[src/rtl/psc_pkg.sv]
// ----------------------------------------------------------------------------
// psc_pkg
// Shared types and constants of the pressure compensation pipeline.
// ----------------------------------------------------------------------------
package psc_pkg;

	localparam int PIPE_DEPTH = 11;
	localparam int CAL_IDX_W  = 3;

	typedef enum logic [CAL_IDX_W-1:0] {
		CAL_C1 = 3'd0,
		CAL_C2 = 3'd1,
		CAL_C3 = 3'd2,
		CAL_C4 = 3'd3,
		CAL_C5 = 3'd4,
		CAL_C6 = 3'd5
	} cal_idx_t;

	typedef struct packed {
		logic [15:0] c1;
		logic [15:0] c2;
		logic [15:0] c3;
		logic [15:0] c4;
		logic [15:0] c5;
		logic [15:0] c6;
	} cal_t;

	// first-order terms, t = TEMP - 2000, u = TEMP + 1500
	typedef struct packed {
		logic [23:0]        d1;
		logic signed [18:0] t;
		logic signed [18:0] u;
		logic               cold;
		logic               very_cold;
		logic signed [41:0] off;
		logic signed [41:0] sens;
	} first_t;

	// corrected offset and sensitivity
	typedef struct packed {
		logic [23:0]        d1;
		logic signed [41:0] off2;
		logic signed [41:0] sens2;
	} second_t;

endpackage

[src/rtl/psc_first.sv]
// ----------------------------------------------------------------------------
// psc_first
// Stages 1-3: dT, the three calibration products, TEMP, OFF and SENS.
// ----------------------------------------------------------------------------
module psc_first
	import psc_pkg::*;
(
	input  logic                  clk,
	input  logic [PIPE_DEPTH-1:0] adv,
	input  cal_t                  cal,
	input  logic [23:0]           raw_pressure,
	input  logic [23:0]           raw_temperature,
	output first_t                first
);

	logic [23:0]        d1_s1, d1_s2;
	logic signed [24:0] dt_s1;
	logic signed [41:0] p6_s2, p4_s2, p3_s2;
	first_t             first_s3;

	logic signed [41:0] p6_b, p4_b, p3_b;
	logic signed [18:0] q;

	always_comb begin
		p6_b = p6_s2 + (p6_s2[41] ? 42'sd8388607 : 42'sd0);
		p4_b = p4_s2 + (p4_s2[41] ? 42'sd127 : 42'sd0);
		p3_b = p3_s2 + (p3_s2[41] ? 42'sd255 : 42'sd0);
		q    = p6_b[41:23];
	end

	always_ff @(posedge clk) begin
		if (adv[0]) begin
			d1_s1 <= raw_pressure;
			dt_s1 <= $signed({1'b0, raw_temperature}) - $signed({1'b0, cal.c5, 8'h00});
		end
		if (adv[1]) begin
			d1_s2 <= d1_s1;
			p6_s2 <= dt_s1 * $signed({1'b0, cal.c6});
			p4_s2 <= dt_s1 * $signed({1'b0, cal.c4});
			p3_s2 <= dt_s1 * $signed({1'b0, cal.c3});
		end
		if (adv[2]) begin
			first_s3.d1        <= d1_s2;
			first_s3.t         <= q;
			first_s3.u         <= q + 19'sd3500;
			first_s3.cold      <= q[18];
			first_s3.very_cold <= q <= -19'sd3600;
			first_s3.off       <= $signed({10'd0, cal.c2, 16'd0})
				+ $signed({{7{p4_b[41]}}, p4_b[41:7]});
			first_s3.sens      <= $signed({11'd0, cal.c1, 15'd0})
				+ $signed({{8{p3_b[41]}}, p3_b[41:8]});
		end
	end

	assign first = first_s3;

endmodule

[config.mk]
export PLATFORM = sky130hd
export DESIGN_NAME = psc_first
export DESIGN_NICKNAME = d
export VERILOG_FILES = /design/src/rtl/psc_pkg.sv /design/src/rtl/psc_first.sv
export SDC_FILE = /design/constraint.sdc
export NUM_CORES = 2
export LEC_CHECK = 0
export ABC_AREA = 1
export BUFFER_PORTS_ARGS = -buffer_cell sky130_fd_sc_hd__buf_2
export CORE_UTILIZATION = 45
export CTS_CLUSTER_SIZE = 24
export DETAILED_ROUTE_END_ITERATION = 10
export PLACE_DENSITY = 0.65
export RECOVER_POWER = 50
export SLEW_MARGIN = 20
export SYNTH_ARGS = -nofsm -noshare
export SYNTH_HDL_FRONTEND = slang
export SYNTH_SLANG_ARGS = --single-unit
[constraint.sdc]
create_clock -name clk -period 7.51 [get_ports clk]
set_input_delay 1.502 -clock clk [delete_from_list [all_inputs] [get_ports clk]]
set_output_delay 1.502 -clock clk [all_outputs]
set_load 0.01 [all_outputs]
# After elaboration in Yosys (flattened, before gate mapping)
# Index checks and enable logic that the tools add are counted.
# totals
reg_bits	347
output_inout_bits	148
inputBits	156
word_cells	27
# classes
order_cmp	1
mul	3
add_sub_neg	7
muxes	3
# ops
op	n
$mul A25 B17 Y42	3
$add A42 B24 Y42	1
$add A42 B8 Y42	1
$add A42 B9 Y42	1
$add A33 B35 Y36	1
$add A32 B34 Y35	1
$sub A24 B24 Y25	1
$mux W23	1
$add A19 B13 Y19 const B	1
$le A19 B13 Y1 const B	1
$mux W8	1
$mux W7	1

# Longest topological paths before layout
# logic_depth
depth_word	3
depth_mapped	28
mapped_depth_nobuf	26

# Least setup slack after synthesis
# No wires, ideal clock.
# synth_path
path_kind	input-to-reg
start	input cal[51] (netlist bit)
end	register p3_s2[41] (data pin)
setup_slack_ns	0.385
setup_ns	0.264
required_time_ns	7.246
stages	22
arrival_ns	6.861
path_buffers	2
path_cell_list	clkbuf_1 > clkbuf_1 > nand2_1 > fa_1 > fa_1 > inv_1 > fa_1 > fa_1 > fa_1 > inv_1 > fa_1 > inv_1 > ha_1 > nand2_1 > inv_1 > nand3_1 > nor3_1 > and3_1 > nand3_1 > nand3_1 > a31oi_1 > xor2_1
# synth_via
elab_chain_len	1
# synth_rtl
element	line	rtl
start, declared	psc_first.sv:10	input cal_t cal,
$mul A25 B17 Y42	psc_first.sv:40	p3_s2 <= dt_s1 * $signed({1'b0, cal.c3});
end signal, assigned	psc_first.sv:40	
end, declared	psc_first.sv:18	logic signed [41:0] p6_s2, p4_s2, p3_s2;
# Every way passes these cells.
# A chain may end at the register's enable or synchronous reset.

# Final worst setup path
# layout_path
start	input cal[3] (netlist bit)
end	register p6_s2[41] (data pin)
# layout_via
elab_chain_len	1
# layout_rtl
element	line	rtl
$mul A25 B17 Y42	psc_first.sv:38	p6_s2 <= dt_s1 * $signed({1'b0, cal.c6});
end signal, assigned	psc_first.sv:38	
end, declared	psc_first.sv:18	
# Every way passes these cells.

==> results.txt <==
failing checks: capacitance limit, slew limit
first-pass GRT wire length: 246 mm
DRT iter0 DRCs: 2745
Cell Rows: 135
clock sink count: 331
CP peak stage delay: 0.59 ns
worst r2r src: dt_s1[9]
largest family of logic cells by synthesized area: adder cells
die height: 373 µm
Tcrit/Tclk final: 91.4%
starting density of the core: 45.5%
RSZ-0062 raised after global routing: no
Antenna Nets Post-Route: 0
critical path arrival: 7.25 ns
die area: 139000 µm²
mapped cell area: 61800 µm²
Resized Gates After CTS: 0
hold_sp: d1_s2[22]
Clock transition at path regs: 0.06 ns
Longest Clk Path Bufs: 3
simple-gate share of the synthesized area: 15.4%
Synth Area in Adders: 46.1%
post-CTS setup buffer count: 0
CP startpoint kind: input pin
largest net degree at the start of global routing: 98
Max stage delay cell, worst path: fa_1
Worst Path Max Fanout: 17
Ys Warns: 0
DR pass1 iterations: 5
met2 WL: 74.1 mm
setup TNS: 0 ns
Cells after Synth: 7413
CP Class: in2reg
routed vias/inst: 4.85
Max Cap Viol: 6
reg2reg setup slack: 0.84 ns
Top Layer Used: met5
IO Port Bufs: 295
register area share after synthesis: 16.1%
CTS Buf Count: 42
Worst Reg-to-Reg Cells: 24
crit path time final: 6.87 ns
worst path cell trace: buf_2, nand2_1, fa_1, fa_1, inv_1, buf_12, fa_1, fa_1, fa_1, inv_1, fa_1, inv_1, ha_1, nand2_1, nor2_1, inv_1, nor4_1, nand3_1, o2111ai_1, xor2_1
Vias: 45900
Compound-Gate Fraction of Synth Area: 3.84%
Post-synth EDFFs: 331
drt total wl: 148 mm
worst-margin pin slew: 3.32 ns
Avg WL per Cell: 15.6 µm
Final Skew: 0.0653 ns
Max Freq: 146 MHz
Buffers & Inverters on Critical Path: 6
P&R area growth vs syn: 9.16%
flops & latches, synth: 331
average size of a mapped cell: 8.34 µm²
core area: 136000 µm²
final setup fails: 0
Critical Path Sink Type: flop
ys async rst share: 0%
root buf cell: clkbuf_16
total global routing overflow: 0
Hold EP: first[146]
vias in the first global route: 49000
# hold bufs at CTS: 0
initial antenna violation count: 11
r2r endpoint: p6_s2[29]
Synth Area in XOR/XNOR: 3.37%
status: finished with violations
worst hold stages: 0
Top Family by Delay on Critical Path: adder cells
GP Congestion: 0.917
CTS tree: built
Yosys cell types: 54
HPWL after DPL: 121 mm
worst skew pair latency: 0.64 ns
M1 wire length: 63.5 mm
Max Slew Vio Count: 340
Overall Global Routing Usage: 22.1%
die width: 373 µm
drc violations: 0
final net count: 9372
Synth Flop Type: edfxtp_1
layout cell share with drive strength beyond 1: 7.67%
Syn Nets: 9138
IO Pins: 304
worst-case headroom to the max-slew limit: -121%
Worst path most repeated cell: fa_1
worst hold path type: reg2reg
H-tree Lvls: 2
post-synthesis mux area share: 0%
CP required: 7.89 ns
met3 WL post-DR: 7.34 mm
Final Hold Vio Count: 0
==> state kept, by name, indices dropped and copies added, names as in the netlist <==
register  flops
p4_s2        42
p6_s2        42
dt_s1        25
p3_s2        42
d1_s1        24
d1_s2        24
first       132
==> cell type report <==
cell class | instances | area, µm²
fill | 13100 | 68400
multi-input combinational | 4583 | 42400
sequential | 331 | 9940
inverter | 2214 | 8310
timing repair buffer | 475 | 3190
tap | 1781 | 2230
clock buffer | 48 | 1070
clock inverter | 26 | 292
antenna | 8 | 20.0
==> per-stage QoR <==
| stage | cells | worst slack (ns) | util (%) | instance area (µm²) | hold WS (ns) |
|---|---|---|---|---|---|
| 6_report | 9466 | 0.644 | 49.7 | 67400 | 0.417 |
| 5_1_grt | 9462 | 0.321 | 49.7 | 67400 | 0.422 |
| 4_1_cts | 9458 | 0.664 | 49.7 | 67500 | 0.419 |
| 3_5_place_dp | 9384 | -0.0580 | 48.7 | 66100 | 0.405 |
| 3_3_place_gp | 9382 | 0.0522 | 48.7 | 66100 | 0.401 |
| 2_1_floorplan | 7413 | 0.385 | - | 61800 | 0.400 |
==> metal layers <==
layer | vias up | GRT usage, %
met3 | 159 | 2.27
li1 | 21800 | -
met5 | - | 0
met2 | 1016 | 39.0
met1 | 22900 | 29.2
met4 | 2 | 5.31
==> worst max path at each step <==
| stage | start | end | cells after the start | slack [ns] |
|---|---|---|---|---|
| floorplan | cal[51] | p3_s2[41] | 22 | 0.38 |
| global route | cal[3] | p6_s2[41] | 20 | 0.32 |
| finish | cal[3] | p6_s2[41] | 20 | 0.64 |
| global placement | cal[3] | p6_s2[41] | 20 | 0.05 |
| detailed placement | cal[3] | p6_s2[41] | 20 | -0.06 |
| CTS | cal[3] | p6_s2[41] | 20 | 0.66 |
==> Yosys cell counts, types with 7 or more instances <==
| cell type | instances | share of area (%) |
|---|---|---|
| o21a_1 | 10 | 0.12 |
| o211ai_1 | 8 | 0.097 |
| nand3_1 | 124 | 1.0 |
| nor3_1 | 41 | 0.33 |
| ha_1 | 393 | 8.0 |
| a21boi_0 | 10 | 0.12 |
| a21o_1 | 23 | 0.28 |
| nor4_1 | 10 | 0.10 |
| nand4_1 | 33 | 0.33 |
| inv_1 | 2206 | 13 |
| o21ai_1 | 9 | 0.073 |
| o21ai_0 | 86 | 0.70 |
| clkbuf_1 | 235 | 1.4 |
| buf_1 | 34 | 0.21 |
| nor2_2 | 13 | 0.13 |
| inv_2 | 7 | 0.043 |
| buf_4 | 16 | 0.19 |
| fa_1 | 1176 | 38 |
| nand2_1 | 1824 | 11 |
| xnor2_1 | 77 | 1.1 |
| o21bai_1 | 15 | 0.18 |
| a31oi_1 | 30 | 0.30 |
| a21oi_1 | 204 | 1.7 |
| nand2_2 | 23 | 0.23 |
| nor2_1 | 250 | 1.5 |
| edfxtp_1 | 331 | 16 |
| xor2_1 | 159 | 2.3 |
==> logic make-up (layout without fill, tap and decap cells) <==
family,after synthesis,after routing
AO/OA/AOI/OAI,418,418
XOR/XNOR,237,237
adder cells (fa/ha/maj),1569,1569
buffers and inverters,2499,2763
flip-flops,331,331
other,0,8
AND/OR/NAND/NOR,2359,2359
==> layout by cell type, fill, tap and decap left out, types with 33 or more instances in the layout <==
cell / Yosys / final
nand4_1: 33 / 33
fa_1: 1176 / 1176
nor3_1: 41 / 41
edfxtp_1: 331 / 331
xnor2_1: 77 / 77
ha_1: 393 / 393
buf_4: 16 / 142
buf_2: 0 / 286
xor2_1: 159 / 159
nor2_1: 250 / 251
a21oi_1: 204 / 205
o21ai_0: 86 / 86
inv_1: 2206 / 2206
clkbuf_16: 0 / 42
nand2_1: 1824 / 1826
nand3_1: 124 / 124
Power is left out: the tool's default activity adds up to more than one toggle a clock period on the data nets, which glitch-free logic cannot reach.
