### src/rtl/psc_pkg.sv
// ----------------------------------------------------------------------------
// psc_pkg
// Shared types and constants of the pressure compensation pipeline.
// ----------------------------------------------------------------------------
package psc_pkg;

	localparam int PIPE_DEPTH = 11;
	localparam int CAL_IDX_W  = 3;

	typedef enum logic [CAL_IDX_W-1:0] {
		CAL_C1 = 3'd0,
		CAL_C2 = 3'd1,
		CAL_C3 = 3'd2,
		CAL_C4 = 3'd3,
		CAL_C5 = 3'd4,
		CAL_C6 = 3'd5
	} cal_idx_t;

	typedef struct packed {
		logic [15:0] c1;
		logic [15:0] c2;
		logic [15:0] c3;
		logic [15:0] c4;
		logic [15:0] c5;
		logic [15:0] c6;
	} cal_t;

	// first-order terms, t = TEMP - 2000, u = TEMP + 1500
	typedef struct packed {
		logic [23:0]        d1;
		logic signed [18:0] t;
		logic signed [18:0] u;
		logic               cold;
		logic               very_cold;
		logic signed [41:0] off;
		logic signed [41:0] sens;
	} first_t;

	// corrected offset and sensitivity
	typedef struct packed {
		logic [23:0]        d1;
		logic signed [41:0] off2;
		logic signed [41:0] sens2;
	} second_t;

endpackage

### src/rtl/psc_final.sv
// ----------------------------------------------------------------------------
// psc_final
// Stages 7-11: D1*SENS2 as two partial products, scaling and OFF2 removal.
// ----------------------------------------------------------------------------
module psc_final
	import psc_pkg::*;
(
	input  logic                  clk,
	input  logic [PIPE_DEPTH-1:0] adv,
	input  second_t               second,
	output logic signed [31:0]    pressure_out
);

	logic signed [45:0] hi_s7;
	logic [44:0]        lo_s7;
	logic signed [41:0] off2_s7, off2_s8, off2_s9;
	logic signed [66:0] prod_s8;
	logic signed [45:0] q_s9;
	logic signed [46:0] x_s10;
	logic signed [31:0] p_s11;

	logic signed [66:0] prod_b;
	logic signed [46:0] x_b;

	always_comb begin
		prod_b = prod_s8 + (prod_s8[66] ? 67'sd2097151 : 67'sd0);
		x_b    = x_s10 + (x_s10[46] ? 47'sd8191 : 47'sd0);
	end

	always_ff @(posedge clk) begin
		if (adv[6]) begin
			hi_s7   <= $signed({1'b0, second.d1}) * $signed(second.sens2[41:21]);
			lo_s7   <= {21'd0, second.d1} * {24'd0, second.sens2[20:0]};
			off2_s7 <= second.off2;
		end
		if (adv[7]) begin
			prod_s8 <= $signed({hi_s7, 21'd0}) + $signed({22'd0, lo_s7});
			off2_s8 <= off2_s7;
		end
		if (adv[8]) begin
			q_s9    <= prod_b[66:21];
			off2_s9 <= off2_s8;
		end
		if (adv[9]) begin
			x_s10 <= $signed({q_s9[45], q_s9})
				- $signed({{5{off2_s9[41]}}, off2_s9});
		end
		if (adv[10]) begin
			p_s11 <= x_b[44:13];
		end
	end

	assign pressure_out = p_s11;

endmodule

### config.mk
export PLATFORM = sky130hd
export DESIGN_NAME = psc_final
export DESIGN_NICKNAME = d
export VERILOG_FILES = /design/src/rtl/psc_pkg.sv /design/src/rtl/psc_final.sv
export SDC_FILE = /design/constraint.sdc
export NUM_CORES = 2
export LEC_CHECK = 0
export BUFFER_PORTS_ARGS = -buffer_cell sky130_fd_sc_hd__buf_2
export CAP_MARGIN = 20
export CORE_MARGIN = 10
export CORE_UTILIZATION = 65
export DETAILED_ROUTE_END_ITERATION = 8
export PLACE_DENSITY = 0.83
export SLEW_MARGIN = 20
export SYNTH_ARGS = -nofsm -noshare
export SYNTH_HDL_FRONTEND = slang
export SYNTH_SLANG_ARGS = --single-unit
### constraint.sdc
create_clock -name clk -period 21.3 [get_ports clk]
set_clock_uncertainty 0.05 [all_clocks]
set_input_delay 4.26 -clock clk [delete_from_list [all_inputs] [get_ports clk]]
set_output_delay 4.26 -clock clk [all_outputs]
set_load 0.01 [all_outputs]
Word level (Yosys, flattened, before mapping)
Cells that the tools add are included.
- flip-flop bits (word level): 409
- input port bits: 120
- output and inout port bits: 32
- word-level logic and storage cells: 17
- add/subtract/negate cells: 4
- $mul: 2
- multiplexer cells: 2
- operators with widths (cell ; number):
    $add 67x22->67 ; 1
    $add 67x46->67 ; 1
    $sub 46x42->47 ; 1
    $mul 25x21->46 ; 1
    $add 45x14->45 ; 1
    $mul 24x21->45 ; 1
    $mux 21 ; 1
    $mux 13 ; 1

Depth between registers and ports, before layout
- depth after elaboration: 2
- gate-level depth with buffers: 27

Worst setup path before layout
No wires, ideal clock.
- path type: in2reg
- from: in second[21] in the netlist's numbering
- to: reg hi_s7[38], data pin
- setup time: 0.266 ns
- arrival time: 10.457 ns
- required time: 20.984 ns
- setup slack: 10.527 ns
- stages: 24
- path buffers: 2
- cell sequence: clkbuf_1 -> nand2_1 -> fa_1 -> inv_1 -> fa_1 -> inv_1 -> fa_1 -> inv_1 -> fa_1 -> fa_1 -> fa_1 -> inv_1 -> fa_1 -> inv_1 -> ha_1 -> clkbuf_1 -> a21o_1 -> a21oi_1 -> or3b_2 -> o31ai_1 -> o21ba_2 -> o21ai_0 -> a21oi_1 -> xnor2_1
- cells in the longest elaborated chain, start to end: 1
- RTL lines (what ; line ; RTL):
    from (decl) ; psc_final.sv:10 ; input second_t second,
    $mul 25x21->46 ; psc_final.sv:32 ; hi_s7 <= $signed({1'b0, second.d1}) * $signed(second.sens2[41:21]);
    to (signal assigned) ; psc_final.sv:32 ;
    to (decl) ; psc_final.sv:14 ; logic signed [45:0] hi_s7;
No other way between the ends.
A chain may end at the register's enable or synchronous reset.

Worst setup path in the final report
- from: in second[94] in the netlist's numbering
- to: reg lo_s7[37], data pin
- cells in the longest elaborated chain, start to end: 1
- RTL lines (what ; line ; RTL):
    $mul 24x21->45 ; psc_final.sv:33 ; lo_s7 <= {21'd0, second.d1} * {24'd0, second.sens2[20:0]};
    to (signal assigned) ; psc_final.sv:33 ;
    to (decl) ; psc_final.sv:15 ; logic [44:0] lo_s7;
No other way between the ends.

==> results_dict.tcl <==
set metrics [dict create \
    holdBufCountCts 0 \
    cts_root_buffer "clkbuf_16" \
    fmax_mhz 88.4 \
    cp.depth 24 \
    dr.max_layer_used "met5" \
    clk_latency_ns 0.53 \
    synth-edff-count 408 \
    grt_pass1_wl_mm 195 \
    route.met2.wl_mm 57.0 \
    cp-start-kind "input pin" \
    finalHoldViolCount 0 \
    seqCellArea_um2 12300 \
    fin_crit_sh_pct 53.1 \
    timing.rr.end "prod_s8[55]$_DFFE_PP_" \
    grt_pass1_vias 38416 \
    track_usage_pct 26.8 \
    grt_start_max_net_pins 78 \
    end_kind "flip-flop" \
    avgViaCountPerCell 5.75 \
    numCtsBuffers 38 \
    status "finished clean" \
    multi_input_area_um2 34800 \
    die_width_um 303 \
    syn_avg_cell_area_um2 10.0 \
    r2r-start "lo_s7[21]$_DFFE_PP_" \
    wl_per_cell_um 19.2 \
    cp.arrival_ns 11.57 \
    synth.distinct_cells 72 \
    dr.pass1.iters 6 \
    dr_wl_met3_mm 11.8 \
    hold_class "reg2reg" \
    dieArea_um2 91600 \
    slowest_stage "fa_1" \
    setup_tns_ns 0 \
    min_period_ns 11.32 \
    rrSetupSlack_ns 17.57 \
    synthCells 5170 \
    htree_num_levels 2 \
    max_stage_delay_ns 0.59 \
    coreArea_um2 79100 \
    wl_met1_mm 46.4 \
    finalHoldWorstSlack_ns 0.362 \
    synth_warnings 0 \
    critical_path.top_delay_family "adder cells" \
    vias 35848 \
    critPathLaunch "second[94]" \
    crit_fanout 42 \
    num_io_pins 152 \
    final_cell_mix "inv_1 (1,066), fa_1 (833), nand2_1 (640)" \
    cts_tree "yes" \
    first_iter_violations 2449 \
    path_cells "buf_2 > buf_4 > nand2_1 > fa_1 > fa_1 > fa_1 > fa_1 > inv_1 > fa_1 > fa_1 > inv_1 > fa_1 > inv_1 > ha_1 > a21oi_1 > o21ai_0 > a211oi_1 > a211oi_2 > or3_1 > a211oi_2 > nor4_1 > nor2b_1 > o21ai_0 > xor2_1" \
    synth-main-ff-cell "edfxtp_1" \
    worstSetupPathType "in2reg" \
    r2r_cells 13 \
    rows 103 \
    start_util_pct 65.6 \
    antenna_found_initial 10 \
    report.final.slew_viol_count 0 \
    clockBufferDepth 3 \
    synthArstFlopShare_pct 0 \
    port_buffers 145 \
    cts_setup_buffers 0 \
    routed_wirelength_mm 120 \
    ys_seq_area_share_pct 23.6 \
    fillers 5802 \
    ctsResizeCount 0 \
    cts.sinks 408 \
    netlist_area_um2 51900 \
    nets 6547 \
    final-setup-viol-count 0 \
    die_y_um 303 \
    syn_nets 6563 \
    ys_ff_latch 408 \
    tightestPinTransition_ns 1.11 \
    cap_violations 0 \
    gr-total-overflow 0 \
    required_ns 21.55 \
    final_common_cell "inv_1" \
    worstSetupEndpoint "lo_s7[37]$_DFFE_PP_" \
    antenna_left 0 \
    dp_hpwl_mm 89.1 \
    syn_to_final_growth_pct 4.96 \
    slew_headroom_pct 26.1 \
    drive_gt1_share_pct 4.73 \
    rsz0062_at_grt "no" \
    crit_path_frequent_cell "fa_1" \
    place_congestion 0.897 \
    drc 0 \
    path_buf_inv 5 \
    cts.clk_slew.worst_paths_ns 0.07 \
]
==> layout make-up <==
type	instances	share of cell area [%]
flip-flops and latches	408	22.5
clock buffers	43	1.78
diodes	6	0.0275
inverters	1066	7.34
multi-input cells	3470	63.9
repair buffers	170	1.70
well taps	1050	2.41
clock inverters	22	0.365
==> cell usage after synthesis (5+ instances only) <==
| cell type | n | area (um2) |
|---|---|---|
| inv_1 | 1066 | 4000 |
| fa_1 | 833 | 16700 |
| nand2_1 | 640 | 2400 |
| and2_1 | 478 | 2990 |
| ha_1 | 440 | 5510 |
| edfxtp_1 | 408 | 12300 |
| clkbuf_1 | 225 | 845 |
| xnor2_1 | 169 | 1480 |
| a21oi_1 | 155 | 776 |
| a21o_1 | 100 | 751 |
| nor2_1 | 77 | 289 |
| o21ai_0 | 77 | 385 |
| nand3_1 | 76 | 380 |
| xor2_1 | 73 | 639 |
| nand4_1 | 37 | 231 |
| and3_1 | 35 | 219 |
| nor2b_1 | 30 | 188 |
| nand2b_1 | 28 | 175 |
| o21bai_1 | 21 | 158 |
| nor3_1 | 19 | 95.1 |
| a211oi_1 | 17 | 128 |
| a31oi_1 | 15 | 93.8 |
| o21a_1 | 14 | 105 |
| o211ai_1 | 11 | 82.6 |
| o31ai_1 | 10 | 75.1 |
| and4_1 | 9 | 78.8 |
| nor4_1 | 9 | 56.3 |
| or2_2 | 7 | 43.8 |
| a41o_1 | 6 | 60.1 |
| o31a_1 | 6 | 52.6 |
| a31o_2 | 5 | 43.8 |
| o2111ai_1 | 5 | 43.8 |
==> worst reg2reg max path, delay by kind of cell, from the launching register on <==
kind            cells  cell delay, ns
simple gates        3            0.77
flops               1            0.40
compound gates      6            1.44
fa+ha+maj           2            0.61
xor+xnor            1            0.16
buf+inv             1            0.07
==> sequential cells by signal, indices dropped and copies added, names as in the netlist <==
name	flops
hi_s7	46
lo_s7	45
off2_s7	42
off2_s8	42
off2_s9	42
pressure_out	32
prod_s8	67
q_s9	46
x_s10	46
==> how the worst min path moves through the flow <==
stage                     startpoint                    end  slack [ns]  cells after the start
2_1_floorplan   off2_s7[0]$_DFFE_PP_   off2_s8[0]$_DFFE_PP_        0.35                      0
3_3_place_gp      lo_s7[6]$_DFFE_PP_   prod_s8[6]$_DFFE_PP_        0.35                      0
3_5_place_dp   off2_s7[18]$_DFFE_PP_  off2_s8[18]$_DFFE_PP_        0.35                      0
4_1_cts           lo_s7[9]$_DFFE_PP_   prod_s8[9]$_DFFE_PP_        0.35                      0
5_1_grt        off2_s8[37]$_DFFE_PP_  off2_s9[37]$_DFFE_PP_        0.36                      0
6_report       off2_s7[34]$_DFFE_PP_  off2_s8[34]$_DFFE_PP_        0.36                      0
==> metal layers <==
layer / vias up / GRT usage (%)
met5: - / 0
met4: 6 / 9.47
met3: 330 / 5.32
met2: 1691 / 44.9
met1: 17767 / 34.6
li1: 16054 / -
==> stage by stage <==
step	setup WS [ns]	utilization (%)	std cells	area, um2
floorplan	10.53	-	5170	51900
global placement	9.43	67.4	6164	53300
detailed placement	9.37	67.4	6164	53300
CTS	9.88	68.9	6229	54500
global route	9.58	68.9	6233	54500
finish	9.98	68.9	6235	54500
==> cells by family after synthesis <==
| kind of cell | count (synthesis) | synth area share, % |
|---|---|---|
| buffers and inverters | 1292 | 9.34 |
| adder cells (fa/ha/maj) | 1273 | 42.7 |
| multiplexers | 1 | 0.0217 |
| flip-flops | 408 | 23.6 |
| AO/OA/AOI/OAI | 492 | 6.26 |
| XOR/XNOR | 242 | 4.08 |
| AND/OR/NAND/NOR | 1462 | 14.0 |
Power is not shown: default switching activity piles up to over one toggle a cycle in this logic, so the estimate is an artifact.
