[src/rtl/psc_pkg.sv]
// ----------------------------------------------------------------------------
// psc_pkg
// Shared types and constants of the pressure compensation pipeline.
// ----------------------------------------------------------------------------
package psc_pkg;

	localparam int PIPE_DEPTH = 11;
	localparam int CAL_IDX_W  = 3;

	typedef enum logic [CAL_IDX_W-1:0] {
		CAL_C1 = 3'd0,
		CAL_C2 = 3'd1,
		CAL_C3 = 3'd2,
		CAL_C4 = 3'd3,
		CAL_C5 = 3'd4,
		CAL_C6 = 3'd5
	} cal_idx_t;

	typedef struct packed {
		logic [15:0] c1;
		logic [15:0] c2;
		logic [15:0] c3;
		logic [15:0] c4;
		logic [15:0] c5;
		logic [15:0] c6;
	} cal_t;

	// first-order terms, t = TEMP - 2000, u = TEMP + 1500
	typedef struct packed {
		logic [23:0]        d1;
		logic signed [18:0] t;
		logic signed [18:0] u;
		logic               cold;
		logic               very_cold;
		logic signed [41:0] off;
		logic signed [41:0] sens;
	} first_t;

	// corrected offset and sensitivity
	typedef struct packed {
		logic [23:0]        d1;
		logic signed [41:0] off2;
		logic signed [41:0] sens2;
	} second_t;

endpackage

[src/rtl/psc_second.sv]
// ----------------------------------------------------------------------------
// psc_second
// Stages 4-6: squares, second-order correction terms, OFF2 and SENS2.
// ----------------------------------------------------------------------------
module psc_second
	import psc_pkg::*;
(
	input  logic                  clk,
	input  logic [PIPE_DEPTH-1:0] adv,
	input  first_t                first,
	output second_t               second
);

	logic [23:0]        d1_s4, d1_s5;
	logic signed [41:0] off_s4, sens_s4, off_s5, sens_s5;
	logic               cold_s4, very_s4;
	logic [35:0]        sq1_s4, sq2_s4;
	logic [39:0]        offi_s5, sensi_s5;
	second_t            second_s6;

	logic signed [37:0] sq1_full, sq2_full;
	logic [39:0]        sq1_x3, sq1_x5, sq2_x7, sq2_x4, offi, sensi;

	always_comb begin
		sq1_full = first.t * first.t;
		sq2_full = first.u * first.u;
		sq1_x3   = {4'd0, sq1_s4} + {3'd0, sq1_s4, 1'b0};
		sq1_x5   = {4'd0, sq1_s4} + {2'd0, sq1_s4, 2'b0};
		sq2_x7   = {1'b0, sq2_s4, 3'b0} - {4'd0, sq2_s4};
		sq2_x4   = {2'd0, sq2_s4, 2'b0};
		if (cold_s4) begin
			offi  = (sq1_x3 >> 1) + (very_s4 ? sq2_x7 : 40'd0);
			sensi = (sq1_x5 >> 3) + (very_s4 ? sq2_x4 : 40'd0);
		end else begin
			offi  = {4'd0, sq1_s4} >> 4;
			sensi = '0;
		end
	end

	always_ff @(posedge clk) begin
		if (adv[3]) begin
			d1_s4   <= first.d1;
			off_s4  <= first.off;
			sens_s4 <= first.sens;
			cold_s4 <= first.cold;
			very_s4 <= first.very_cold;
			sq1_s4  <= sq1_full[35:0];
			sq2_s4  <= sq2_full[35:0];
		end
		if (adv[4]) begin
			d1_s5    <= d1_s4;
			off_s5   <= off_s4;
			sens_s5  <= sens_s4;
			offi_s5  <= offi;
			sensi_s5 <= sensi;
		end
		if (adv[5]) begin
			second_s6.d1    <= d1_s5;
			second_s6.off2  <= off_s5 - $signed({2'd0, offi_s5});
			second_s6.sens2 <= sens_s5 - $signed({2'd0, sensi_s5});
		end
	end

	assign second = second_s6;

endmodule

[config.mk]
export PLATFORM = sky130hd
export DESIGN_NAME = psc_second
export DESIGN_NICKNAME = d
export VERILOG_FILES = /design/src/rtl/psc_pkg.sv /design/src/rtl/psc_second.sv
export SDC_FILE = /design/constraint.sdc
export NUM_CORES = 2
export LEC_CHECK = 0
export BUFFER_PORTS_ARGS = -buffer_cell sky130_fd_sc_hd__buf_2
export CAP_MARGIN = 40
export CELL_PAD_IN_SITES_DETAIL_PLACEMENT = 1
export CELL_PAD_IN_SITES_GLOBAL_PLACEMENT = 1
export CORE_MARGIN = 2
export CORE_UTILIZATION = 35
export DETAILED_ROUTE_END_ITERATION = 7
export PLACE_DENSITY_LB_ADDON = 0.1
export SLEW_MARGIN = 40
export SYNTH_ARGS = -nofsm -noshare
export SYNTH_HDL_FRONTEND = slang
export SYNTH_SLANG_ARGS = --single-unit
[constraint.sdc]
create_clock -name clk -period 7.6 [get_ports clk]
set_input_delay 0 -clock clk [delete_from_list [all_inputs] [get_ports clk]]
set_output_delay 0 -clock clk [all_outputs]
set_load 0.005 [all_outputs]
Yosys cells after proc, flatten, opt, wreduce, memory -nomap -nowiden
Index checks and enable logic that the tools add are counted.

Bits in registers: 478. Logic and storage cells: 28. Input bits: 160.

$mul: 2. Add/subtract/negate cells: 7. Muxes and demuxes: 3.

Operator list (number): 42-bit by 41-bit subtractor with 42-bit output (2); 36-bit by 38-bit adder with 39-bit output (2); 19-bit by 19-bit multiplier with 36-bit output (2); 37-bit by 40-bit adder with 40-bit output (1); 40-bit two-way mux (1); 39-bit by 36-bit subtractor with 40-bit output (1); 36-bit by 37-bit adder with 38-bit output (1); 38-bit two-way mux (1); 32-bit two-way mux (1).

Depth between registers and ports, before layout
Depth in word-level cells: 4. Depth in mapped cells: 26. Mapped depth without buffers: 24.

Worst setup path before layout
OpenSTA, ideal clock, no wires.

Kind: input to register. Start point: in first[107] (netlist name). End point: reg sq1_s4[35], data pin. Path slack: 1.026 ns. Library setup time: 0.260 ns. Stages on the path: 23. Arrival time: 6.314 ns. Data required time: 7.340 ns. Cells stage by stage: clkbuf_1 > clkbuf_1 > nand2_1 > fa_1 > inv_1 > fa_1 > inv_1 > fa_1 > inv_1 > fa_1 > fa_1 > fa_1 > ha_1 > ha_1 > a211o_1 > a211o_1 > a31oi_1 > o21ai_1 > a2111oi_1 > o31ai_1 > a221oi_1 > o21bai_1 > xnor2_1.

Longest elaborated chain between the ends: 1.

RTL lines: from (decl) (RTL line psc_second.sv:10) `input first_t first,`; 19-bit by 19-bit multiplier with 36-bit output (RTL line psc_second.sv:25) `sq1_full = first.t * first.t;`; net sq1_full[35] (RTL line psc_second.sv:21) `logic signed [37:0] sq1_full, sq2_full;`; to (signal assigned) (RTL line psc_second.sv:47) `sq1_s4 <= sq1_full[35:0];`; to (decl) (RTL line psc_second.sv:17) `logic [35:0] sq1_s4, sq2_s4;`.

The timed path passes the listed nets, and every way through them passes these cells. A chain may end at the register's enable or synchronous reset.

Worst setup path in the final report
Start point: reg sq1_s4[11]. End point: reg offi_s5[38], data pin.

Longest elaborated chain between the ends: 2.

RTL lines: 36-bit by 37-bit adder with 38-bit output (RTL line psc_second.sv:27) `sq1_x3 = {4'd0, sq1_s4} + {3'd0, sq1_s4, 1'b0};`; 37-bit by 40-bit adder with 40-bit output (RTL line psc_second.sv:32) `offi = (sq1_x3 >> 1) + (very_s4 ? sq2_x7 : 40'd0);`; to (signal assigned) (RTL line psc_second.sv:54) `offi_s5 <= offi;`; to (decl) (RTL line psc_second.sv:18) `logic [39:0] offi_s5, sensi_s5;`.

No other way between the ends.

==> results.py <==
metrics = {
    "global_routing": {
        "antenna_found_initial": 6,
        "number_of_global_route_vias_before_repair": 39400,
        "largest_net_degree_at_the_start_of_global_routing": 128,
        "groute.usage.overall": 0.192,
        "overflow": 0,
        "grt_first_pass_wirelength_um": 225000,
    },
    "clock_network": {
        "cts.sink_count": 475,
        "clk_latency_ps": 640,
        "number_of_buffers_inserted_to_repair_setup_after_cts": 0,
        "cts.htree.levels": 2,
        "clk_pin_slew_worst_paths_ps": 60,
        "cts-root-buf": "sky130_fd_sc_hd__clkbuf_16",
        "post_cts_resized": 0,
        "max-clock-path-buffers": 3,
        "cts_tree": "done",
        "cts_buffers": 53,
    },
    "floorplan": {
        "floorplan.rows": 140,
        "dieArea_sq_mm": 0.149,
        "die_width_um": 387,
        "die_height_um": 387,
        "initial_utilization": 0.352,
        "ioPinCount": 268,
        "floorplan.core_area_sq_mm": 0.145,
    },
    "drt": {
        "routed_via_density": 4.91,
        "ant_nets": 0,
        "remaining_design_rule_violation_count": 0,
        "first_pass_detailed_route_iteration_total": 5,
        "postRouteWirelength_um": 141000,
        "drtIter0Drc": 1533,
        "routed-via-count": 35600,
        "avgRoutedWirePerCell_um": 19.5,
    },
    "critical_path": {
        "top_fanout_value_on_the_critical_path": 7,
        "timing.setup.critical_path_class": "flop to flop",
        "startpoint_type": "flop",
        "cp_data_arrival_time_ps": 7250,
        "cp_data_required_time_ps": 7920,
        "worst_setup_path_end_kind": "flop",
    },
    "sta": {
        "finalCriticalPeriod_ps": 6930,
        "finalMaxSlewViolations": 0,
        "timing.fmax_ghz": 0.144,
        "min_period_over_period": 0.911,
        "totalNegativeSetupSlack_ps": 0,
        "max-slew-margin-rel": 0.410,
        "final-hold-violation-count": 0,
        "tightestPinTransition_ps": 861,
        "setup_viol_count_final": 0,
        "clock_skew_ps": 27.2,
        "unrepaired_setup_endpoints_after_global_routing": "no",
    },
    "place": {
        "hpwlAfterDp_um": 117000,
        "routabilityCongestion": 0.813,
        "portBuffers": 259,
    },
    "logic_synthesis": {
        "yosysTopAreaCellShare": 0.279,
        "synth-edff-count": 475,
        "avgSynthCellArea_sq_um": 10.4,
        "postSynthCellCount": 4910,
        "post_synth_instance_area_sq_mm": 0.0512,
        "yosys_most_used_dff": "sky130_fd_sc_hd__edfxtp_1",
        "asyncSetResetFlopFracSynth": 0,
        "netlist-cell-type-count": 85,
        "sequential_element_share_of_the_synthesized_area": 0.279,
        "yosys_warnings": 0,
        "netlist_top_cells_area": "sky130_fd_sc_hd__edfxtp_1, sky130_fd_sc_hd__fa_1, sky130_fd_sc_hd__ha_1",
        "postSynthRegisterBits": 475,
        "mappedNetlistNets": 6210,
        "yosysTopAreaCell": "sky130_fd_sc_hd__edfxtp_1",
    },
    "cells_and_area": {
        "diodes": 0,
        "drive_above_1_share": 0.0870,
        "final_nets": 6600,
        "area.growth.synth_to_final_pct": 13.2,
        "commonest_non_fill_non_tap_cell_in_the_layout": "sky130_fd_sc_hd__inv_1",
        "mostFrequentLayoutCells": "sky130_fd_sc_hd__inv_1, sky130_fd_sc_hd__fa_1, sky130_fd_sc_hd__ha_1, sky130_fd_sc_hd__edfxtp_1, sky130_fd_sc_hd__nand2_1",
    },
    "worst_hold_path": {
        "timing.hold.worst.class": "input port to flop",
    },
    "outcome": {
        "run_status": "complete, no violations",
    },
    "flow_run": {
        "timing.max_cap.violations": 0,
    },
}
cell type report:
class                           instances  area (sq um)
Clock buffer                           62          1360
Clock inverter                         37           370
Fill cell                           16300         87400
Inverter                              929          3490
Multi-Input combinational cell       3411         33100
Sequential cell                       475         14300
Tap cell                             1917          2400
Timing Repair Buffer                  430          2950
worst max-delay path, cell delays in order (launching register included):
cell	delay [ps]
sky130_fd_sc_hd__edfxtp_1	560
sky130_fd_sc_hd__ha_1	400
sky130_fd_sc_hd__and2_1	180
sky130_fd_sc_hd__a221o_1	380
sky130_fd_sc_hd__a21oi_1	160
sky130_fd_sc_hd__o21ai_0	270
sky130_fd_sc_hd__nand2b_1	270
sky130_fd_sc_hd__a41oi_1	330
sky130_fd_sc_hd__o21bai_1	110
sky130_fd_sc_hd__a21oi_1	260
sky130_fd_sc_hd__xnor2_1	160
sky130_fd_sc_hd__ha_1	340
sky130_fd_sc_hd__and4_1	230
sky130_fd_sc_hd__a221oi_1	550
sky130_fd_sc_hd__o21ai_0	200
sky130_fd_sc_hd__a21oi_1	420
sky130_fd_sc_hd__o21ai_1	300
sky130_fd_sc_hd__a211oi_1	370
sky130_fd_sc_hd__nor2_1	70
sky130_fd_sc_hd__a22oi_1	250
sky130_fd_sc_hd__mux2i_1	770
state kept, by name (all words and copies together), names as in the netlist:
register and flops:
sensi_s5 39, cold_s4 1, d1_s5 24, second 108, d1_s4 24, very_s4 1, offi_s5 40, sq1_s4 35
off_s4 42, sq2_s4 35, sens_s4 42, sens_s5 42, off_s5 42
cell families (layout without fill, tap and decap cells):
group | Yosys count | in the layout | share of synthesized area
AND/OR/NAND/NOR | 1055 | 1055 | 0.100
buffers and inverters | 1024 | 1458 | 0.0751
XOR/XNOR | 333 | 333 | 0.0569
other | 1 | 1 | 0.0000732
multiplexers | 35 | 35 | 0.00750
flip-flops | 475 | 475 | 0.279
AO/OA/AOI/OAI | 847 | 847 | 0.109
adder cells (fa/ha/maj) | 1140 | 1140 | 0.373
repair_timing:
action	4_1_cts	5_1_grt
hold buffers	114	1
endpoints found under the hold margin	211	92
endpoints found under the setup margin	0	0
metal layers:
layer | GRT usage | routed length, um | vias up | part of all wire
met5 | 0 | 0 | - | 0
met2 | 0.339 | 70000 | 464 | 0.50
met3 | 0.0193 | 4020 | 108 | 0.028
met1 | 0.257 | 65100 | 18100 | 0.46
li1 | - | - | 17000 | -
met4 | 0.0332 | 2250 | 0 | 0.016
cells in the mapped netlist (55+ instances only):
| library cell | instances |
|---|---|
| sky130_fd_sc_hd__xor2_1 | 113 |
| sky130_fd_sc_hd__edfxtp_1 | 475 |
| sky130_fd_sc_hd__nor2_1 | 202 |
| sky130_fd_sc_hd__o21ai_0 | 135 |
| sky130_fd_sc_hd__xnor2_1 | 220 |
| sky130_fd_sc_hd__nor2b_1 | 55 |
| sky130_fd_sc_hd__clkbuf_1 | 95 |
| sky130_fd_sc_hd__ha_1 | 496 |
| sky130_fd_sc_hd__fa_1 | 644 |
| sky130_fd_sc_hd__inv_1 | 927 |
| sky130_fd_sc_hd__a21oi_1 | 267 |
| sky130_fd_sc_hd__nand2_1 | 357 |
| sky130_fd_sc_hd__and2_1 | 177 |
| sky130_fd_sc_hd__a21o_1 | 147 |
stage by stage:
stage	util	area [sq um]	worst slack, ps	cells	hold WS, ps
2_1_floorplan	-	51200	1030	4910	98.9
3_3_place_gp	0.378	55000	494	7044	177
3_5_place_dp	0.378	55000	377	7044	178
4_1_cts	0.398	57900	729	7257	1.75
5_1_grt	0.399	58000	214	7261	38.2
6_report	0.399	58000	675	7261	64.9
path summary, 6_finish.rpt:
path | from | end | slack, ps | cells after the start
max | sq1_s4[11]$_DFFE_PP_ | offi_s5[38]$_SDFFCE_PN0P_ | 670 | 20
min | first[128] | d1_s4[4]$_DFFE_PP_ | 60 | 2
max reg2reg | sq1_s4[11]$_DFFE_PP_ | offi_s5[38]$_SDFFCE_PN0P_ | 670 | 20
min reg2reg | d1_s4[17]$_DFFE_PP_ | d1_s5[17]$_DFFE_PP_ | 410 | 0
Power is left out: the tool's default activity adds up to more than one toggle a clock period on the data nets, which glitch-free logic cannot reach.
