$ cat src/rtl/psc_pkg.sv
// ----------------------------------------------------------------------------
// psc_pkg
// Shared types and constants of the pressure compensation pipeline.
// ----------------------------------------------------------------------------
package psc_pkg;

	localparam int PIPE_DEPTH = 11;
	localparam int CAL_IDX_W  = 3;

	typedef enum logic [CAL_IDX_W-1:0] {
		CAL_C1 = 3'd0,
		CAL_C2 = 3'd1,
		CAL_C3 = 3'd2,
		CAL_C4 = 3'd3,
		CAL_C5 = 3'd4,
		CAL_C6 = 3'd5
	} cal_idx_t;

	typedef struct packed {
		logic [15:0] c1;
		logic [15:0] c2;
		logic [15:0] c3;
		logic [15:0] c4;
		logic [15:0] c5;
		logic [15:0] c6;
	} cal_t;

	// first-order terms, t = TEMP - 2000, u = TEMP + 1500
	typedef struct packed {
		logic [23:0]        d1;
		logic signed [18:0] t;
		logic signed [18:0] u;
		logic               cold;
		logic               very_cold;
		logic signed [41:0] off;
		logic signed [41:0] sens;
	} first_t;

	// corrected offset and sensitivity
	typedef struct packed {
		logic [23:0]        d1;
		logic signed [41:0] off2;
		logic signed [41:0] sens2;
	} second_t;

endpackage

$ cat src/rtl/psc_ctl.sv
// ----------------------------------------------------------------------------
// psc_ctl
// Valid bits of the pipeline and per-stage advance enables; a stage moves
// when it is empty or when the stage after it can move.
// ----------------------------------------------------------------------------
module psc_ctl
	import psc_pkg::*;
(
	input  logic                  clk,
	input  logic                  arst_n,
	input  logic                  in_valid,
	output logic                  in_stall,
	output logic                  out_valid,
	input  logic                  out_stall,
	output logic [PIPE_DEPTH-1:0] adv
);

	logic [PIPE_DEPTH-1:0] valid_q;

	always_comb begin
		logic [PIPE_DEPTH-1:0] lowm;
		for (int i = 0; i < PIPE_DEPTH; i++) begin
			lowm   = PIPE_DEPTH'((64'd1 << i) - 64'd1);
			adv[i] = !out_stall || !(&(valid_q | lowm));
		end
	end

	always_ff @(posedge clk or negedge arst_n) begin
		if (!arst_n) begin
			valid_q <= '0;
		end else begin
			if (adv[0]) valid_q[0] <= in_valid;
			for (int i = 1; i < PIPE_DEPTH; i++) begin
				if (adv[i]) valid_q[i] <= valid_q[i-1];
			end
		end
	end

	assign in_stall  = !adv[0];
	assign out_valid = valid_q[PIPE_DEPTH-1];

endmodule

$ cat config.mk
export PLATFORM = sky130hd
export DESIGN_NAME = psc_ctl
export DESIGN_NICKNAME = d
export VERILOG_FILES = /design/src/rtl/psc_pkg.sv /design/src/rtl/psc_ctl.sv
export SDC_FILE = /design/constraint.sdc
export NUM_CORES = 1
export LEC_CHECK = 0
export BUFFER_PORTS_ARGS = -buffer_cell sky130_fd_sc_hd__buf_2
export CORE_AREA = 2 2 39 41
export DETAILED_ROUTE_END_ITERATION = 6
export DIE_AREA = 0 0 41 43
export PLACE_DENSITY_LB_ADDON = 0.12
export SLEW_MARGIN = 40
export SYNTH_ARGS = -nofsm -noshare
export SYNTH_HDL_FRONTEND = slang
export SYNTH_SLANG_ARGS = --single-unit
$ cat constraint.sdc
create_clock -name clk -period 1.25 [get_ports clk]
set_input_delay 0.125 -clock clk [delete_from_list [all_inputs] [get_ports clk]]
set_output_delay 0.125 -clock clk [all_outputs]
set_load 0.05 [all_outputs]
; ---- Yosys cells after proc, flatten, opt, wreduce, memory -nomap -nowiden
; Index checks and enable logic that the tools add are counted.
[op_classes]
n_reduce_logical = 34
[op_table]
columns = cell, count
row1 = zero test 1 bit, 13
row2 = logical OR 1 bit, 11
row3 = AND reduction 11 bit, 1
row4 = AND reduction 10 bit, 1
row5 = AND reduction 9 bit, 1
row6 = AND reduction 8 bit, 1
row7 = AND reduction 7 bit, 1
row8 = AND reduction 6 bit, 1
row9 = AND reduction 5 bit, 1
row10 = AND reduction 4 bit, 1
row11 = AND reduction 3 bit, 1
row12 = AND reduction 2 bit, 1
[word_totals]
reg_bits = 11
out_inout_bits = 13

; ---- Logic depth before layout (Yosys ltp)
; Gate-level depths: netlist (run 1).
[depth]
depth_word = 4
depth_mapped = 4

; ---- Worst setup path after synthesis (run 1)
; Ideal clock, no wire load.
[synth_timing]
kind = register to output
start = reg valid_q[10]
end = out in_stall
arrival_time_ps = 2210
path_slack_ps = -1085
path_stages_with_launch = 5
path_buffers = 1
cell_sequence = dfrtp_1 -> and4_1 -> buf_4 -> inv_4 -> nor3_1
[synth_via]
elab_chain_cells = 4
[synth_rtl]
columns = element, line_no
row1 = start: declaration, psc_ctl.sv:18  ; logic [PIPE_DEPTH-1:0] valid_q;
row2 = start signal: indexed assignment, psc_ctl.sv:34  ; if (adv[i]) valid_q[i] <= valid_q[i-1];
row3 = AND reduction 11 bit, psc_ctl.sv:24  ; adv[i] = !out_stall || !(&(valid_q | lowm));
row4 = zero test 1 bit, psc_ctl.sv:24
row5 = logical OR 1 bit, psc_ctl.sv:24
row6 = zero test 1 bit, psc_ctl.sv:39  ; assign in_stall = !adv[0];
row7 = end: declaration, psc_ctl.sv:12  ; output logic in_stall,
; No other way between the ends.

; ---- Worst setup path in the final report (run 1)
[layout_timing]
start = reg valid_q[10]
end = out adv[0]
[layout_via]
elab_chain_cells = 3
[layout_rtl]
columns = element, line_no
row1 = AND reduction 11 bit, psc_ctl.sv:24
row2 = zero test 1 bit, psc_ctl.sv:24
row3 = logical OR 1 bit, psc_ctl.sv:24
row4 = end: declaration, psc_ctl.sv:15  ; output logic [PIPE_DEPTH-1:0] adv
; No other way between the ends.

==> qor_table.md, run 1 <==
| Stage | Parameter | Reported |
| --- | --- | --- |
| worst setup path | Slowest cell on crit path | dfrtp_2 |
| power and ir drop | Clock share of power | 16.7% |
| final layout | Commonest non-fill, non-tap cells in the layout | buf_4 (17), dfrtp_1 (10), buf_6 (8) |
| detailed routing | Number of vias per cell after detailed routing | 5.175 |
| sta | Transition time at the pin with the least slew margin | 0.2500 ns |
| worst setup path | Path type of the worst setup path | reg2out |
| sta | Worst-case hold slack | 0.06367 ns |
| power and ir drop | Sequential fraction of design power | 30.3% |
| final layout | Area Growth Syn to Fin | 89.97% |
| synthesis | Post-Synthesis Net Count | 48 |
| sta | Post-Route Skew | 0.008374 ns |
| final layout | Inserted Diodes | 0 |
| power and ir drop | Switching share of power | 39.50% |
| power and ir drop | Switching Power | 584.3 uW |
| status | Violated checks | setup timing |
| final layout | Max reg flops | 11 |
| status | Result of the run | finished, violations left |
| placement | GP Congestion | 0.6467 |
| sta | Final setup violating endpoints | 17 |
| clock tree | Register clock-pin slew on the reported worst setup and hold paths | 0.07 ns |
| detailed routing | Wire length reported by the detailed router | 1318 um |
| sta | Final critical path time including I/O delays and setup | 1.544 ns |
| synthesis | Cells after synthesis | 44 |
| global route | Largest net degree at the start of global routing | 15 |
| die | Boundary pin count | 17 |
| worst setup path | Delay of the slowest critical-path stage | 0.36 ns |
| synthesis | Synth warnings | 0 |
| worst setup path | Crit Path Max Fanout | 2 |
| die | Core region area | 1384 um^2 |
| synthesis | Mapped cell area | 486.7 um^2 |
| global route | Number of global-route vias before repair | 475 |
| synthesis | Number of storage elements in the synthesis netlist | 11 |
| sta | Worst Slack Setup Final | -0.2938 ns |
| sta | Slew Viols, Final | 0 |
| worst setup path | Element type at the critical path end | output pin |
| placement | Post-placement worst setup slack | -0.07573 ns |
| worst setup path | Startpoint Class | flop |
| worst hold path | Hold Crit Class | in2reg |
| final layout | Final #Nets | 86 |
| die | DIE AREA | 1763 um^2 |
| die | Count of standard-cell rows | 14 |
| worst setup path | WP data required | 1.12 ns |
| die | Die H | 43 um |
| clock tree | Deepest clock path buffer count | 2 |
| placement | Total half-perimeter wirelength after legalization and detailed placement | 774.8 um |
| sta | Final hold violations | 0 |
| global route | Global-route wire length before repair | 2014 um |
| synthesis | Fraction of the yosys area taken by sequential cells | 56.56% |
| final layout | Final cell count without fillers | 97 |
| sta | Final clock period utilization by the worst path | 123.5% |
| sta | Max Clock Freq | 0.6477 GHz |
| placement | IO buf count | 16 |
| detailed routing | DRC Markers | 0 |
| sta | Unrepaired setup endpoints after global routing | yes |
| worst setup path | Ordered cell list for the critical path | and4_4 -> inv_4 -> or3_4 -> buf_8 |
| power and ir drop | Worst VDD drop | 0.0006826 V |
| global route | Total routing resource utilization after global routing | 17.14% |
| power and ir drop | Part of the power in combinational logic | 52.9% |
| global route | Residual overflow from global routing | 0 |
| final layout | Proportion of layout cells with a drive suffix above 1 | 65.43% |
| final layout | Commonest non-fill, non-tap cell in the layout | buf_4 |
| sta | Worst slew margin relative to its limit | 83.33% |
| final layout | Leading registers by flop count | valid_q (11) |
| clock tree | Clock latency at the later pin of the worst-skew pair | 0.27 ns |
| detailed routing | Detailed-route wire length per cell | 13.59 um |
| sta | Sum of negative setup slack | -3.296 ns |
| power and ir drop | Internal Power | 895.1 uW |
| worst setup path | Data arrival time of the worst path | 1.42 ns |
| power and ir drop | Power density cells | 1600 nW/um^2 |
| clock tree | TritonCTS buffer count | 3 |
| detailed routing | Drt initial violations | 10 |
| global route | Initial antenna violation count | 0 |
| synthesis | Avg Inst Size Synth | 11.06 um^2 |
| detailed routing | Length of the first detailed-routing pass in iterations | 4 |
| synthesis | Netlist cell types | 17 |
| clock tree | TritonCTS clock tree | done |
| die | Die Wd | 41 um |
| clock tree | CTS root buffer | clkbuf_4 |
| detailed routing | Remaining antenna violation count after routing | 0 |
| die | Starting utilization of the core area | 35.17% |
| job | Count of max-cap constraint violations | 0 |
| power and ir drop | Leakage Power | 0.4229 nW |
| final layout | Most flops, register | valid_q |
| clock tree | TritonCTS Sinks | 11 |
| placement | Placed Cells incl. Taps | 83 |
| detailed routing | Via count | 502 |
| clock tree | Number of H-tree branching levels | 1 |
## cells in the mapped netlist
cell | count | area share [%]
a31o_2 | 3 | 5.4
a41o_1 | 2 | 4.1
dfrtp_1 | 11 | 57
nand2b_1 | 3 | 3.9
nand3_1 | 4 | 4.1
nand4_1 | 4 | 5.1
or3_1 | 1 | 1.3
a21o_1 | 2 | 3.1
and2_1 | 1 | 1.3
and4_1 | 2 | 3.6
buf_4 | 1 | 1.5
buf_2 | 3 | 3.1
inv_4 | 1 | 1.3
o31ai_1 | 1 | 1.5
nand2_1 | 3 | 2.3
inv_1 | 1 | 0.77
nor3_1 | 1 | 1.0
## repair_timing
action | in CTS | in global routing
buffers inserted | 5 | 6
setup endpoints to repair | 11 | 12
gates resized for setup | 18 | 25
hold buffers | 1 | 0
pin swaps | 3 | 4
hold endpoints to repair | 11 | 0
## worst max-delay path, delay by kind of cell, from the launching register on
kind,cells,cell delay (ns)
simple gates,2,0.60
flops,1,0.36
buf+inv,2,0.19
## per-layer routing
layer,vias up,wire [um],GRT usage (%)
li1,237,-,-
met1,249,560,22.03
met2,12,683,25.62
met3,4,45,3.141
met4,0,29,10.00
met5,-,0,0
## worst paths after layout
kind,slack [ns],cells past startpoint,start,endpoint
max,-0.29,4,valid_q[10]$_DFFE_PN0P_,adv[0]
min,0.06,3,in_valid,valid_q[0]$_DFFE_PN0P_
max reg2reg,-0.23,6,valid_q[10]$_DFFE_PN0P_,valid_q[5]$_DFFE_PN0P_
min reg2reg,0.48,1,valid_q[8]$_DFFE_PN0P_,valid_q[9]$_DFFE_PN0P_
max in group asynchronous,0.78,2,arst_n,valid_q[10]$_DFFE_PN0P_
min in group asynchronous,0.24,2,arst_n,valid_q[2]$_DFFE_PN0P_
## power groups by stage
| stage | Clock [mW] | Combinational [mW] | Sequential [mW] |
|---|---|---|---|
| 2_1_floorplan | 0 | 0.373 | 0.461 |
| 3_3_place_gp | 0 | 0.522 | 0.454 |
| 3_5_place_dp | 0 | 0.522 | 0.454 |
| 4_1_cts | 0.247 | 0.620 | 0.445 |
| 5_1_grt | 0.280 | 0.830 | 0.459 |
| 6_report | 0.247 | 0.783 | 0.449 |
## logic make-up (layout without fill, tap and decap cells)
family | count (synthesis) | after routing | share of synthesized area [%]
compound gates | 8 | 8 | 14.14
buf+inv | 6 | 43 | 6.684
flops | 11 | 11 | 56.55
simple gates | 19 | 19 | 22.62
## area by class of cell
cell class              instances  area [um^2]
multi-input cells              27        249.0
clock buffers                   4        26.28
well taps                      16        20.02
fillers                       113        459.2
flip-flops and latches         11        276.5
repair buffers                 37        342.8
inverters                       2        10.01
## stage by stage
step | cell area, um^2 | total power, mW | util [%]
after CTS | 782.0 | 1.313 | 56.51
after floorplan | 514.2 | 0.8336 | -
after global placement | 664.4 | 0.9762 | 48.01
after global routing | 924.6 | 1.569 | 66.82
final | 924.6 | 1.479 | 66.82
after detailed placement | 664.4 | 0.9764 | 48.01
Power figures use the tool's default switching activity.
==> inputs of run 2 (changes only) <==
- clock period: 1.25 -> 1.7 ns (I/O delays scaled with it)
==> run 2 against run 1 <==
Effect of this change: the flow now finishes without violations; first-iteration DRC count decreased by 50%; wire length down 24%; sequential share of layout area increased by 12 points; die area is the same; flip-flop and latch count did not move; worst setup slack better by 0.35 ns; critical path type unchanged; largest cell class is now flip-flops and latches; highest routed layer unchanged.
==> qor_table.md, run 2 (synthesis gave the netlist of run 1 again) <==
| Stage | Parameter | Reported | Delta |
| --- | --- | --- | --- |
| status | Result of the run | finished, final reports clean |  |
| die | Starting utilization of the core area | 35.17% | unchanged |
| die | DIE AREA | 1763 um^2 | unchanged |
| worst setup path | Data arrival time of the worst path | 1.47 ns | +0.05 ns |
| detailed routing | DRC Markers | 0 | unchanged |
| power and ir drop | Leakage Power | 0.2949 nW | -30% |
| sta | Final critical path time including I/O delays and setup | 1.643 ns |  |
| sta | Transition time at the pin with the least slew margin | 0.2530 ns | +0.002999 ns |
| global route | Initial antenna violation count | 0 | unchanged |
| worst setup path | WP data required | 1.53 ns | +0.41 ns |
| global route | Largest net degree at the start of global routing | 15 | unchanged |
| global route | Number of global-route vias before repair | 403 | -15% |
| die | Core region area | 1384 um^2 | unchanged |
| clock tree | TritonCTS buffer count | 3 | unchanged |
| placement | Placement Cell Area | 596.8 um^2 | -10% |
| clock tree | CTS root buffer | clkbuf_4 |  |
| sta | Worst Slack Setup Final | 0.05692 ns | +0.3507 ns |
| worst setup path | Element type at the critical path end | output pin |  |
| clock tree | Number of H-tree branching levels | 1 | unchanged |
| die | Die H | 43 um | unchanged |
| global route | Total routing resource utilization after global routing | 13.89% | -3.3 points |
| final layout | Final cell count without fillers | 81 | -16% |
| sta | Unrepaired setup endpoints after global routing | no |  |
| final layout | Final #Nets | 70 | -19% |
| worst hold path | Hold Crit Class | in2reg |  |
| worst setup path | Crit Path Max Fanout | 5 | +3 |
| placement | GP Congestion | 0.6124 | -5.3% |
| clock tree | Register clock-pin slew on the reported worst setup and hold paths | 0.07 ns | about the same |
| worst setup path | Startpoint Class | flop |  |
| clock tree | TritonCTS clock tree | done |  |
| placement | Total half-perimeter wirelength after legalization and detailed placement | 717.8 um | -7.4% |
| die | Boundary pin count | 17 | unchanged |
| die | Die Wd | 41 um | unchanged |
| final layout | Inserted Diodes | 0 | unchanged |
| sta | Worst slew margin relative to its limit | 83.13% | -0.20 points |
| global route | Global-route wire length before repair | 1635 um | -19% |
| die | Count of standard-cell rows | 14 | unchanged |
| final layout | Leading registers by flop count | valid_q (11) |  |
| detailed routing | Wire length reported by the detailed router | 1006 um | -24% |
| placement | Placed Cells incl. Taps | 74 | -11% |
| clock tree | TritonCTS Sinks | 11 | unchanged |
| power and ir drop | Worst VDD drop | 0.0005554 V | -19% |
| sta | Sum of negative setup slack | 0 ns | +3.296 ns |
| clock tree | Deepest clock path buffer count | 2 | unchanged |
| sta | Final setup violating endpoints | 0 | -17 |
| detailed routing | Number of vias per cell after detailed routing | 5.210 | +0.67% |
| worst setup path | Path type of the worst setup path | reg2out |  |
| final layout | Commonest non-fill, non-tap cells in the layout | buf_2 (15), dfrtp_1 (9), nand4_1 (4), nand3_1 (4), buf_4 (4) |  |
| final layout | Max reg flops | 11 | unchanged |
| final layout | Commonest non-fill, non-tap cell in the layout | buf_2 |  |
| final layout | Proportion of layout cells with a drive suffix above 1 | 50.77% | -15 points |
| final layout | Most flops, register | valid_q |  |
| power and ir drop | Power density cells | 1310 nW/um^2 | -18% |
| sta | Post-Route Skew | 0.002488 ns | -0.005886 ns |
| placement | IO buf count | 16 | unchanged |
| final layout | Final instance area | 659.4 um^2 | -29% |
| detailed routing | Remaining antenna violation count after routing | 0 | unchanged |
| sta | Final clock period utilization by the worst path | 96.65% |  |
| detailed routing | Detailed-route wire length per cell | 12.42 um | -8.6% |
| sta | Final hold violations | 0 | unchanged |
| job | Count of max-cap constraint violations | 0 | unchanged |
| detailed routing | Via count | 422 | -16% |
| detailed routing | Drt initial violations | 5 | -5 |
| detailed routing | Length of the first detailed-routing pass in iterations | 4 | unchanged |
| sta | Slew Viols, Final | 0 | unchanged |
| placement | Post-placement worst setup slack | 0.2142 ns | +0.2899 ns |
| sta | Max Clock Freq | 0.6086 GHz |  |
| final layout | Area Growth Syn to Fin | 35.48% |  |
| global route | Residual overflow from global routing | 0 | unchanged |
| clock tree | Clock latency at the later pin of the worst-skew pair | 0.26 ns | about the same |
==> run 2: cell types whose count changed in the layout (fill, tap and decap cells not counted), sizes merged <==
cell,delta
buf,-16
==> run 2: metal layers <==
metal  global-route usage [%]  part of all wire (%)  up-vias
met5                        0                     0        -
met4                    8.000                  0.40        0
met3                    3.141                   5.7        2
met2                    19.38                    50       12
met1                    19.05                    44      205
li1                         -                     -      203
==> run 2: path summary, 6_finish.rpt <==
path | start | endpoint | slack [ns] | cells past startpoint
worst max-delay path | valid_q[10]$_DFFE_PN0P_ | adv[0] | 0.06 | 4
worst min-delay path | in_valid | valid_q[0]$_DFFE_PN0P_ | 0.1 | 3
worst max register to register | valid_q[10]$_DFFE_PN0P_ | valid_q[6]$_DFFE_PN0P_ | 0.58 | 3
worst min register to register | valid_q[8]$_DFFE_PN0P_ | valid_q[9]$_DFFE_PN0P_ | 0.48 | 1
max in group asynchronous | arst_n | valid_q[7]$_DFFE_PN0P_ | 1.17 | 2
min in group asynchronous | arst_n | valid_q[5]$_DFFE_PN0P_ | 0.31 | 2
==> run 2: power by group <==
group | internal, mW | total (mW) | leakage (nW) | switching (mW)
Clock | 0.0907 | 0.176 | 0.0150 | 0.0854
Combinational | 0.111 | 0.353 | 0.162 | 0.243
Sequential | 0.303 | 0.334 | 0.118 | 0.0313
==> run 2: area by class of cell <==
cell class / count / area (um^2)
timing repair buffer: 21 / 126.4
tap: 16 / 20.02
fill: 135 / 724.4
inverter: 2 / 10.01
sequential: 11 / 277.8
clock buffer: 4 / 26.28
multi-input combinational: 27 / 198.9
==> run 2: critical path: stages, from the launching register on <==
cell	delay [ns]
dfrtp_2	0.39
and4_4	0.23
inv_4	0.05
or3_4	0.38
buf_6	0.16
==> run 2: repair_timing <==
action,4_1_cts,5_1_grt
setup endpoints to repair,1,3
hold buffers,1,0
buffers inserted,0,2
gates resized for setup,4,1
hold endpoints to repair,11,0
pin swaps,1,2
==> run 2: per-stage QoR <==
stage               total power [mW]  hold slack (ns)  util [%]
global placement              0.6653          0.05401     43.13
finish                        0.8639          0.09597     47.65
detailed placement            0.6657          0.05369     43.13
CTS                           0.8537          0.09404     46.47
floorplan                     0.6035          -0.1256         -
global route                  0.9217           0.1134     47.65
